[config.mk]
export PLATFORM = sky130hd
export DESIGN_NAME = climate_humidity_controller_top
export DESIGN_NICKNAME = d
export VERILOG_FILES = /design/src/rtl/chc_pkg.sv /design/src/rtl/chc_datapath.sv /design/src/rtl/chc_ctrl.sv /design/src/rtl/climate_humidity_controller_top.sv
export SDC_FILE = /design/constraint.sdc
export NUM_CORES = 2
export LEC_CHECK = 0
export ABC_AREA = 1
export BUFFER_PORTS_ARGS = -buffer_cell sky130_fd_sc_hd__buf_2
export CAP_MARGIN = 5
export CORE_MARGIN = 5
export CORE_UTILIZATION = 65
export CTS_CLUSTER_SIZE = 30
export DETAILED_ROUTE_END_ITERATION = 6
export PLACE_DENSITY = 0.82
export SETUP_SLACK_MARGIN = 0.3
export SLEW_MARGIN = 20
export SYNTH_ARGS = -nofsm -noshare
export SYNTH_HDL_FRONTEND = slang
export SYNTH_SLANG_ARGS = --single-unit
export TNS_END_PERCENT = 1
[constraint.sdc]
create_clock -name clk -period 17.45 [get_ports clk]
set_input_delay 0 -clock clk [delete_from_list [all_inputs] [get_ports clk]]
set_output_delay 0 -clock clk [all_outputs]
set_load 0.05 [all_outputs]
[src/rtl/chc_pkg.sv]
`timescale 1ns / 1ps
// ----------------------------------------------------------------------------
// chc_pkg
// Shared types, constants and codes for the climate humidity controller.
// ----------------------------------------------------------------------------
package chc_pkg;

  localparam int unsigned RISE_FLOOR_DEF      = 20;
  localparam int unsigned MIN_RUN_MINUTES_DEF = 10;
  localparam int unsigned SECONDS_PER_HOUR    = 3600;
  localparam int unsigned FROST_HOLD_SECONDS  = 600;

  localparam int CFG_IDX_W  = 3;
  localparam int CFG_DATA_W = 16;

  localparam logic [CFG_IDX_W-1:0] REG_ON_LEVEL   = 3'd0;
  localparam logic [CFG_IDX_W-1:0] REG_BAND       = 3'd1;
  localparam logic [CFG_IDX_W-1:0] REG_GAIN       = 3'd2;
  localparam logic [CFG_IDX_W-1:0] REG_FAN_HUM    = 3'd3;
  localparam logic [CFG_IDX_W-1:0] REG_FAN_MARGIN = 3'd4;
  localparam logic [CFG_IDX_W-1:0] REG_FROST_TEMP = 3'd5;
  localparam logic [CFG_IDX_W-1:0] REG_HEAT_LOW   = 3'd6;
  localparam logic [CFG_IDX_W-1:0] REG_HEAT_HIGH  = 3'd7;

  localparam logic [2:0] DC_FROST    = 3'd0;
  localparam logic [2:0] DC_START    = 3'd1;
  localparam logic [2:0] DC_OK       = 3'd2;
  localparam logic [2:0] DC_MIN_RUN  = 3'd3;
  localparam logic [2:0] DC_DRY_STOP = 3'd4;
  localparam logic [2:0] DC_DRYING   = 3'd5;

  localparam logic [2:0] HC_COLD     = 3'd0;
  localparam logic [2:0] HC_HOT      = 3'd1;
  localparam logic [2:0] HC_HOLD     = 3'd2;
  localparam logic [2:0] HC_EXPIRED  = 3'd3;
  localparam logic [2:0] HC_NONE     = 3'd4;

  // controller -> datapath
  typedef struct packed {
    logic load;      // capture item, start rate calc
    logic div_step;  // one quotient bit
    logic mul;       // drop product
    logic decide;    // thresholds + decisions, update state
  } chc_cmd_t;

  // datapath -> controller
  typedef struct packed {
    logic div_done;
  } chc_sts_t;

endpackage

[src/rtl/chc_datapath.sv]
`timescale 1ns / 1ps
// ----------------------------------------------------------------------------
// chc_datapath
// Item registers, restoring divider for the rise rate, gain multiply and the
// relay decisions with their persistent state.
// ----------------------------------------------------------------------------
module chc_datapath #(
  parameter int unsigned RISE_FLOOR      = chc_pkg::RISE_FLOOR_DEF,
  parameter int unsigned MIN_RUN_MINUTES = chc_pkg::MIN_RUN_MINUTES_DEF
) (
  input  logic                          clk,
  input  logic                          rst_n,
  input  chc_pkg::chc_cmd_t             cmd,
  output chc_pkg::chc_sts_t             sts,
  input  logic                          cfg_we,
  input  logic [chc_pkg::CFG_IDX_W-1:0] cfg_index,
  input  logic [chc_pkg::CFG_DATA_W-1:0] cfg_data,
  input  logic [31:0]                   in_now_seconds,
  input  logic [9:0]                    in_hum_indoor,
  input  logic signed [11:0]            in_temp_indoor,
  input  logic [9:0]                    in_hum_outdoor,
  input  logic signed [11:0]            in_temp_outdoor,
  input  logic                          in_dehum_running,
  input  logic                          in_heater_running,
  input  logic                          in_timer_load,
  input  logic [31:0]                   in_timer_until,
  output logic                          out_fan_on,
  output logic [1:0]                    out_fan_cause,
  output logic                          out_dehum_on,
  output logic [2:0]                    out_dehum_cause,
  output logic                          out_heater_on,
  output logic [2:0]                    out_heater_cause,
  output logic                          out_frost_heat,
  output logic                          out_manual_timer_active,
  output logic [15:0]                   out_rise_rate,
  output logic signed [10:0]            out_on_threshold,
  output logic signed [10:0]            out_off_threshold
);
  import chc_pkg::*;

  localparam logic [31:0] MIN_RUN_S = 32'(MIN_RUN_MINUTES * 60);
  localparam logic [16:0] RISE_FLOOR_V = 17'(RISE_FLOOR);
  // numerator dh*3600 < 2^22
  localparam int NUM_W = 22;
  localparam logic [4:0] DIV_LAST = 5'(NUM_W - 1);

  // configuration
  logic [9:0]         on_level_r, band_r, fan_hum_r;
  logic [15:0]        gain_r;
  logic signed [9:0]  fan_margin_r;
  logic signed [11:0] frost_temp_r, heat_low_r, heat_high_r;

  // persistent state
  logic [9:0]  last_hum_r;
  logic        have_last_r;
  logic [31:0] last_time_r, dstart_r, deadline_r;

  // item
  logic [31:0]        now_r;
  logic [9:0]         hin_r, hout_r;
  logic signed [11:0] tin_r, tout_r;
  logic               drun_r, hrun_r;

  // divider
  logic [NUM_W-1:0] num_r;
  logic [31:0]      rem_r;
  logic [NUM_W-1:0] quo_r;
  logic [31:0]      dt_r;
  logic [4:0]       bit_r;
  logic             rate_ok_r;
  logic [16:0]      rate_r;  // already saturated to 16 bits when written
  logic [31:0]      prod_r;

  logic signed [10:0] dh;
  logic [31:0]        dt_w;
  logic [32:0]        rem_sh;
  logic [31:0]        dl_eff;
  logic [15:0]        rate_sat;

  always_comb begin
    dh       = 11'($signed({1'b0, in_hum_outdoor})) - 11'($signed({1'b0, last_hum_r}));
    dt_w     = in_now_seconds - last_time_r;
    rem_sh   = {rem_r, num_r[DIV_LAST]};
    dl_eff   = in_timer_load ? in_timer_until : deadline_r;
    rate_sat = (quo_r > NUM_W'(65535)) ? 16'hFFFF : 16'(quo_r);
  end

  assign sts.div_done = (bit_r == DIV_LAST);

  always_ff @(posedge clk) begin
    if (!rst_n) begin
      on_level_r   <= 10'd650;
      band_r       <= 10'd50;
      gain_r       <= 16'd256;
      fan_hum_r    <= 10'd600;
      fan_margin_r <= 10'sd20;
      frost_temp_r <= 12'sd50;
      heat_low_r   <= 12'sd80;
      heat_high_r  <= 12'sd120;
    end else if (cfg_we) begin
      case (cfg_index)
        REG_ON_LEVEL:   on_level_r   <= cfg_data[9:0];
        REG_BAND:       band_r       <= cfg_data[9:0];
        REG_GAIN:       gain_r       <= cfg_data;
        REG_FAN_HUM:    fan_hum_r    <= cfg_data[9:0];
        REG_FAN_MARGIN: fan_margin_r <= $signed(cfg_data[9:0]);
        REG_FROST_TEMP: frost_temp_r <= $signed(cfg_data[11:0]);
        REG_HEAT_LOW:   heat_low_r   <= $signed(cfg_data[11:0]);
        REG_HEAT_HIGH:  heat_high_r  <= $signed(cfg_data[11:0]);
        default: ;
      endcase
    end
  end

  // item capture and divider
  always_ff @(posedge clk) begin
    if (cmd.load) begin
      now_r  <= in_now_seconds;
      hin_r  <= in_hum_indoor;
      hout_r <= in_hum_outdoor;
      tin_r  <= in_temp_indoor;
      tout_r <= in_temp_outdoor;
      drun_r <= in_dehum_running;
      hrun_r <= in_heater_running;
      rate_ok_r <= have_last_r && (last_time_r != 32'd0);
      num_r  <= (have_last_r && last_time_r != 32'd0 && in_now_seconds > last_time_r
                 && dh > 11'sd0)
                ? NUM_W'(dh[9:0]) * NUM_W'(SECONDS_PER_HOUR) : '0;
      dt_r   <= (dt_w == 32'd0) ? 32'd1 : dt_w;
      rem_r  <= '0;
      quo_r  <= '0;
      bit_r  <= '0;
    end else if (cmd.div_step) begin
      num_r <= {num_r[NUM_W-2:0], 1'b0};
      if (rem_sh >= {1'b0, dt_r}) begin
        rem_r <= rem_sh[31:0] - dt_r;
        quo_r <= {quo_r[NUM_W-2:0], 1'b1};
      end else begin
        rem_r <= rem_sh[31:0];
        quo_r <= {quo_r[NUM_W-2:0], 1'b0};
      end
      bit_r <= bit_r + 5'd1;
    end
    if (cmd.mul) begin
      rate_r <= {1'b0, rate_sat};
      prod_r <= {16'd0, gain_r} * {16'd0, rate_sat};
    end
  end

  // decisions
  logic [16:0]        rate_f;
  logic               apply;
  logic [23:0]        drop;
  logic signed [12:0] on_lvl, band, thr_on, thr_off, min_on;
  logic               humid, cold, fan, frost_heat, dehum, manual, heater;
  logic [2:0]         dc, hc;
  logic [31:0]        new_start, new_dl;
  logic signed [32:0] elapsed;
  logic signed [13:0] tsum;

  always_comb begin
    rate_f = (rate_ok_r && rate_r >= RISE_FLOOR_V) ? rate_r : 17'd0;
    on_lvl = 13'($signed({1'b0, on_level_r}));
    band   = 13'($signed({1'b0, band_r}));
    min_on = on_lvl - band;
    drop   = prod_r[31:8];
    apply  = rate_ok_r && rate_r >= RISE_FLOOR_V
             && ({7'd0, hout_r} + rate_r > {7'd0, hin_r});
    thr_on = on_lvl;
    if (apply) begin
      if (drop > {14'd0, band_r}) thr_on = min_on;
      else thr_on = on_lvl - 13'($signed({1'b0, drop[9:0]}));
    end
    thr_off = thr_on - band;

    humid = hout_r >= fan_hum_r;
    tsum  = 14'(tin_r) + 14'(fan_margin_r);
    cold  = 14'(tout_r) <= tsum;
    fan   = !humid && !cold;

    dehum = 1'b0; frost_heat = 1'b0; new_start = dstart_r;
    elapsed = $signed({1'b0, now_r}) - $signed({1'b0, dstart_r});
    if (tin_r < frost_temp_r) begin
      dc = DC_FROST; new_start = '0;
      frost_heat = 13'($signed({1'b0, hin_r})) >= thr_on;
    end else if (!drun_r) begin
      if (13'($signed({1'b0, hin_r})) >= thr_on) begin
        dehum = 1'b1; dc = DC_START; new_start = now_r;
      end else dc = DC_OK;
    end else if (dstart_r != 32'd0 && elapsed < $signed({1'b0, MIN_RUN_S})) begin
      dehum = 1'b1; dc = DC_MIN_RUN;
    end else if (13'($signed({1'b0, hin_r})) < min_on) begin
      dc = DC_DRY_STOP; new_start = '0;
    end else begin
      dehum = 1'b1; dc = DC_DRYING;
    end

    new_dl = deadline_r;
    manual = deadline_r != 32'd0 && now_r < deadline_r;
    heater = 1'b0;
    if (frost_heat && !manual) new_dl = now_r + 32'(FROST_HOLD_SECONDS);
    if (manual || frost_heat) begin
      if (tin_r < heat_low_r) begin heater = 1'b1; hc = HC_COLD; end
      else if (tin_r >= heat_high_r) hc = HC_HOT;
      else begin heater = hrun_r; hc = HC_HOLD; end
    end else if (deadline_r != 32'd0) begin
      hc = HC_EXPIRED; new_dl = '0;
    end else hc = HC_NONE;
  end

  always_ff @(posedge clk) begin
    if (!rst_n) begin
      last_hum_r  <= '0;
      have_last_r <= 1'b0;
      last_time_r <= '0;
      dstart_r    <= '0;
      deadline_r  <= '0;
    end else if (cmd.load) begin
      deadline_r <= dl_eff;
    end else if (cmd.decide) begin
      last_hum_r  <= hout_r;
      have_last_r <= 1'b1;
      last_time_r <= now_r;
      dstart_r    <= new_start;
      deadline_r  <= new_dl;
    end
  end

  always_ff @(posedge clk) begin
    if (cmd.decide) begin
      out_fan_on              <= fan;
      out_fan_cause           <= {cold, humid};
      out_dehum_on            <= dehum;
      out_dehum_cause         <= dc;
      out_heater_on           <= heater;
      out_heater_cause        <= hc;
      out_frost_heat          <= frost_heat;
      out_manual_timer_active <= manual;
      out_rise_rate           <= rate_f[15:0];
      out_on_threshold        <= thr_on[10:0];
      out_off_threshold       <= (thr_off < -13'sd1024) ? 11'h400 : thr_off[10:0];
    end
  end

endmodule

[src/rtl/chc_ctrl.sv]
`timescale 1ns / 1ps
// ----------------------------------------------------------------------------
// chc_ctrl
// Sequencer: accept, divide, multiply, decide, present result.
// ----------------------------------------------------------------------------
module chc_ctrl (
  input  logic              clk,
  input  logic              rst_n,
  input  logic              in_valid,
  output logic              in_stall,
  output logic              out_valid,
  input  logic              out_stall,
  output chc_pkg::chc_cmd_t cmd,
  input  chc_pkg::chc_sts_t sts
);
  import chc_pkg::*;

  typedef enum logic [2:0] {S_IDLE, S_DIV, S_MUL, S_DEC, S_OUT} state_t;
  state_t state_r;
  logic   out_valid_r;

  assign in_stall  = (state_r != S_IDLE);
  assign out_valid = out_valid_r;

  always_comb begin
    cmd = '0;
    cmd.load     = (state_r == S_IDLE) && in_valid;
    cmd.div_step = (state_r == S_DIV);
    cmd.mul      = (state_r == S_MUL);
    cmd.decide   = (state_r == S_DEC);
  end

  always_ff @(posedge clk) begin
    if (!rst_n) begin
      state_r     <= S_IDLE;
      out_valid_r <= 1'b0;
    end else begin
      case (state_r)
        S_IDLE: if (in_valid) state_r <= S_DIV;
        S_DIV:  if (sts.div_done) state_r <= S_MUL;
        S_MUL:  state_r <= S_DEC;
        S_DEC: begin
          out_valid_r <= 1'b1;
          state_r     <= S_OUT;
        end
        S_OUT: if (!out_stall) begin
          out_valid_r <= 1'b0;
          state_r     <= S_IDLE;
        end
        default: state_r <= S_IDLE;
      endcase
    end
  end

endmodule

[src/rtl/climate_humidity_controller_top.sv]
`timescale 1ns / 1ps
// ----------------------------------------------------------------------------
// climate_humidity_controller_top
// Humidity/temperature relay controller with rise-rate threshold lowering.
//
//  channel | ports                    | handshake
//  in      | in_* fields              | in_valid / in_stall
//  out     | out_* fields             | out_valid / out_stall
//  cfg     | cfg_we, cfg_index, cfg_data | write, no wait
//
// The result is valid once the bit-serial rate divider has finished, followed
// by multiply and decide. The next item is accepted the cycle after the
// result is taken, so only one item is in flight at a time.
// Synchronous active-low reset; no clearing pass.
// ----------------------------------------------------------------------------
module climate_humidity_controller_top #(
  parameter int unsigned RISE_FLOOR      = chc_pkg::RISE_FLOOR_DEF,
  parameter int unsigned MIN_RUN_MINUTES = chc_pkg::MIN_RUN_MINUTES_DEF
) (
  input  logic                           clk,
  input  logic                           rst_n,
  input  logic                           cfg_we,
  input  logic [chc_pkg::CFG_IDX_W-1:0]  cfg_index,
  input  logic [chc_pkg::CFG_DATA_W-1:0] cfg_data,
  input  logic                           in_valid,
  output logic                           in_stall,
  input  logic [31:0]                    in_now_seconds,
  input  logic [9:0]                     in_hum_indoor,
  input  logic signed [11:0]             in_temp_indoor,
  input  logic [9:0]                     in_hum_outdoor,
  input  logic signed [11:0]             in_temp_outdoor,
  input  logic                           in_dehum_running,
  input  logic                           in_heater_running,
  input  logic                           in_timer_load,
  input  logic [31:0]                    in_timer_until,
  output logic                           out_valid,
  input  logic                           out_stall,
  output logic                           out_fan_on,
  output logic [1:0]                     out_fan_cause,
  output logic                           out_dehum_on,
  output logic [2:0]                     out_dehum_cause,
  output logic                           out_heater_on,
  output logic [2:0]                     out_heater_cause,
  output logic                           out_frost_heat,
  output logic                           out_manual_timer_active,
  output logic [15:0]                    out_rise_rate,
  output logic signed [10:0]             out_on_threshold,
  output logic signed [10:0]             out_off_threshold
);
  import chc_pkg::*;

  chc_cmd_t cmd;
  chc_sts_t sts;

  chc_ctrl u_ctrl (
    .clk, .rst_n, .in_valid, .in_stall, .out_valid, .out_stall, .cmd, .sts
  );

  chc_datapath #(.RISE_FLOOR(RISE_FLOOR), .MIN_RUN_MINUTES(MIN_RUN_MINUTES)) u_dp (
    .clk, .rst_n, .cmd, .sts, .cfg_we, .cfg_index, .cfg_data,
    .in_now_seconds, .in_hum_indoor, .in_temp_indoor, .in_hum_outdoor,
    .in_temp_outdoor, .in_dehum_running, .in_heater_running, .in_timer_load,
    .in_timer_until, .out_fan_on, .out_fan_cause, .out_dehum_on,
    .out_dehum_cause, .out_heater_on, .out_heater_cause, .out_frost_heat,
    .out_manual_timer_active, .out_rise_rate, .out_on_threshold,
    .out_off_threshold
  );

endmodule

==> impl.org <==
** Placed design
- Once detailed placement completed, the half-perimeter wirelength came to 91060 um.
- Cell Count Post-Placement :: 6016
- # port buffers :: 187
- The congestion estimate from routability-driven global placement came to 0.9977.

** Global route
- The number of antenna violations at the first check in global routing was 3.
- Global-route usage over all layers :: 35.83%
- First-pass GRT wire length :: 191600 um
- Grt ovf :: 0
- Entering global routing, the biggest net connects 99 pins.
- The via count of the first global-routing pass is 36101.

** Timing
- Relative slew margins :: 32.09%
- RSZ-0062 raised after global routing :: false
- On the final layout, the worst clock skew is 23.52 ps.
- The final critical path takes up 45.40% of the cycle.
- Worst slew pin tran :: 1018 ps
- Final hold violation count :: 0
- Final Critical Period :: 7922 ps
- Final count of pins violating max slew :: 0
- Highest Clock Rate :: 126.2 MHz
- Setup-violating endpoint count in the final report :: 0
- After routing, the total negative slack on setup checks comes to 0 ps.

** Drt
- In the routed design, unresolved DRC markers number 0.
- DRT iter0 DRCs :: 3488
- Total via count in the routed design :: 36752
- Final ANT Viol Nets :: 0
- Dividing the detail-routed wire length by the instance count gives 19.52 um.
- Count of TritonRoute iterations in the first routing pass :: 6
- Using the TritonRoute via totals, the vias-per-cell ratio works out to 5.845.
- Routed Wire Length :: 122800 um

** Synthesis
- Main flop type after synthesis :: sky130_fd_sc_hd__dfxtp_1
- Leading area contributor after synthesis :: sky130_fd_sc_hd__edfxtp_1
- After synthesis, the netlist uses 59 different library cells.
- Synthesis produced 5156 cells.
- Async S/R FF share, synth :: 0%
- Area contributors post-synth :: sky130_fd_sc_hd__edfxtp_1 (17%), sky130_fd_sc_hd__ha_1 (14%), sky130_fd_sc_hd__dfxtp_1 (13%)
- Synth Area per Inst :: 7.720 um2
- Warning count from the yosys run :: 0
- Most frequent cell after synthesis :: sky130_fd_sc_hd__nand2_1
- Post-synthesis instance area :: 0.03980 mm2
- The synthesized design contains 219 enable-type register cells.
- Most instantiated cells after synthesis :: sky130_fd_sc_hd__nand2_1 (971), sky130_fd_sc_hd__inv_1 (938), sky130_fd_sc_hd__nor2_1 (545)
- In this run, synthesis produced a sequential element count of 481.
- Synthesized net count :: 5940
- Part of the Yosys area used for sequential elements :: 29.70%
- Area fraction of the dominant cell type after synthesis :: 16.52%

** Critical path
- CP max FO :: 63
- Crit-path most repeated cell :: sky130_fd_sc_hd__nand2_1
- STA classifies the critical path endpoint as a flip-flop.
- CP max stage delay :: 820 ps
- Data arrival time of the critical path :: 8420 ps
- The worst setup path is launched from a flip-flop.
- Crit path kind :: reg -> reg
- Data on the critical path is required at its endpoint by 17940 ps.
- For this design, the slowest cell found on the critical path is sky130_fd_sc_hd__nand3_2.

** Finish
- Total of fill cells in the finished design :: 4621
- Count of non-filler cells in the finished layout :: 6288
- Layout net count :: 6245
- Cells with a size suffix above 1 make up 6.194% of the layout.
- Signed area change from the synthesized netlist to the final layout :: 12.69%

** Clock network
- No sink is reached through more buffers than the 3 on the longest clock path.
- For the worst-skew pair, the clock arrives at the later sink with an insertion delay of 620 ps.
- CTS built an H-tree with a depth of 2.
- The number of gates resized after CTS was 0.
- CTS sink count :: 481
- Clock-pin slew was measured on the worst setup and hold paths at 60 ps.
- The root buffer cell chosen for the clock tree is sky130_fd_sc_hd__clkbuf_16.
- CTS tree :: done
- In this run, CTS created clock tree buffers numbering 53.

** Power and ir drop
- Internal power comes to 2.728 mW.
- Sw Share :: 41.79%
- Of the total power, the clock network draws 24.6%.
- Across the VDD grid, the largest voltage drop is 0.0001974 V.
- Power density normalized to cell area :: 104.5 mW/mm2
- Summed over all cells, the static leakage comes to 21.75 nW.
- Reg power frac :: 32.4%
- Switching power summed over all nets :: 1.958 mW
- Combinational cells account for 43.0% of the total power.

** Status
- The flow ran to the end, and the final reports show no timing, DRC or antenna violations.

** Floorplanning
- Full die area :: 0.06628 mm2
- FP Rows :: 90
- Die width :: 257.5 um
- The die is 257.5 um tall.
- The floorplan step defined a core boundary enclosing 0.06047 mm2.
- Starting Density :: 65.82%
- I/O pins :: 188

** Job
- The tool flagged a number of max-cap violations equal to 0.

** Hold path
- Worst min path class :: in -> reg
-- power groups by stage --
| stage | sequential (mW) | combinational, mW | clock, mW |
|---|---|---|---|
| after CTS | 1.51 | 1.96 | 1.15 |
| after global placement | 1.53 | 1.85 | 0 |
| after detailed placement | 1.53 | 1.90 | 0 |
| after floorplan | 1.50 | 1.42 | 0 |
| final | 1.52 | 2.01 | 1.15 |
| after global routing | 1.53 | 2.26 | 1.20 |
-- state kept, by name, indices dropped and copies added (netlist names), 11 cells and up --
register	count
u_dp.deadline_r	32
u_dp.dstart_r	32
u_dp.dt_r	32
u_dp.frost_temp_r	12
u_dp.gain_r	16
u_dp.heat_high_r	12
u_dp.heat_low_r	12
u_dp.last_time_r	32
u_dp.now_r	32
u_dp.num_r	18
u_dp.out_off_threshold	11
u_dp.out_on_threshold	11
u_dp.out_rise_rate	16
u_dp.prod_r	24
u_dp.quo_r	22
u_dp.rate_r	16
u_dp.rem_r	32
u_dp.tin_r	12
u_dp.tout_r	12
-- final cells by class --
cell class / count / area (um2) / area share, %
clock buffer: 66 / 1488 / 3.317
multi-input combinational: 3586 / 23860 / 53.19
timing repair buffer: 378 / 2820 / 6.288
sequential: 481 / 11820 / 26.36
tap: 782 / 978.4 / 2.181
clock inverter: 33 / 277.8 / 0.6193
inverter: 961 / 3607 / 8.042
antenna: 1 / 2.502 / 0.005579
-- through the flow --
stage          hold WS [ps]  instance area (um2)  setup slack (ps)  utilization, %  power (mW)
6_report              94.94                44850              9528           74.17       4.686
4_1_cts               61.58                44820              9947           74.11       4.623
3_3_place_gp          177.2                41340             10170           68.36       3.383
3_5_place_dp          178.6                41340             10020           68.36       3.430
5_1_grt               75.43                44850              8962           74.17       4.990
2_1_floorplan         98.87                39800             11080               -       2.920
-- what timing repair did --
action | in CTS | in global routing
setup buffers | 0 | 0
hold buffers | 171 | 0
hold endpoints to repair | 227 | 0
-- path summary, 6_finish.rpt --
kind	start	to	slack (ps)	cells after the start
max	u_dp.rate_r[0]$_DFFE_PN_	u_dp.deadline_r[26]$_SDFFE_PN0P_	9530	37
min	in_heater_running	u_dp.hrun_r$_DFFE_PP_	90	2
max reg2reg	u_dp.rate_r[0]$_DFFE_PN_	u_dp.deadline_r[26]$_SDFFE_PN0P_	9530	37
min reg2reg	u_dp.heat_low_r[8]$_SDFFE_PN0P_	u_dp.heat_low_r[8]$_SDFFE_PN0P_	460	2
-- cells by family after synthesis --
logic type | synth area share (%)
AO/OA/AOI/OAI | 12.97
buffers and inverters | 10.43
XOR/XNOR | 3.565
multiplexers | 0.02515
flip-flops | 29.70
adder cells (fa/ha/maj) | 24.42
AND/OR/NAND/NOR | 18.89
-- metal layers --
layer	track usage (%)	part of all wire [%]	vias to the layer above
met5	0	0.032	-
met4	17.25	6.0	4
met3	7.382	9.1	463
met2	58.98	46	1795
met1	45.41	39	17173
li1	-	-	17317
-- placed cells by master, fill, tap and decap left out, types with 12 or more instances in the layout --
| cell type | n |
|---|---|
| sky130_fd_sc_hd__edfxtp_1 | 219 |
| sky130_fd_sc_hd__o21bai_1 | 29 |
| sky130_fd_sc_hd__buf_2 | 186 |
| sky130_fd_sc_hd__o211ai_1 | 31 |
| sky130_fd_sc_hd__nor3_1 | 48 |
| sky130_fd_sc_hd__o22ai_1 | 23 |
| sky130_fd_sc_hd__a31oi_1 | 24 |
| sky130_fd_sc_hd__nand3b_1 | 14 |
| sky130_fd_sc_hd__dlygate4sd3_1 | 171 |
| sky130_fd_sc_hd__nand2_1 | 971 |
| sky130_fd_sc_hd__a21o_1 | 15 |
| sky130_fd_sc_hd__xor2_1 | 112 |
| sky130_fd_sc_hd__ha_1 | 436 |
| sky130_fd_sc_hd__inv_2 | 12 |
| sky130_fd_sc_hd__inv_1 | 938 |
| sky130_fd_sc_hd__clkinv_1 | 14 |
| sky130_fd_sc_hd__nand3_1 | 121 |
| sky130_fd_sc_hd__nand4_1 | 79 |
| sky130_fd_sc_hd__clkbuf_16 | 55 |
| sky130_fd_sc_hd__buf_4 | 20 |
| sky130_fd_sc_hd__nor2_1 | 541 |
| sky130_fd_sc_hd__fa_1 | 213 |
| sky130_fd_sc_hd__dfxtp_1 | 262 |
| sky130_fd_sc_hd__o21a_1 | 13 |
| sky130_fd_sc_hd__o21ai_0 | 332 |
| sky130_fd_sc_hd__nor4_1 | 25 |
| sky130_fd_sc_hd__a21oi_1 | 404 |
| sky130_fd_sc_hd__xnor2_1 | 50 |
| sky130_fd_sc_hd__o21ai_1 | 14 |
-- worst max-delay path, delay by kind of cell, from the launching register on --
kind	cells	cell delay [ps]
AND/OR/NAND/NOR	22	3210
AO/OA/AOI/OAI	6	2020
adder cells (fa/ha/maj)	4	1260
buffers and inverters	4	780
flip-flops	1	370
XOR/XNOR	1	130
No activity file was read; power rests on OpenSTA's default activity.
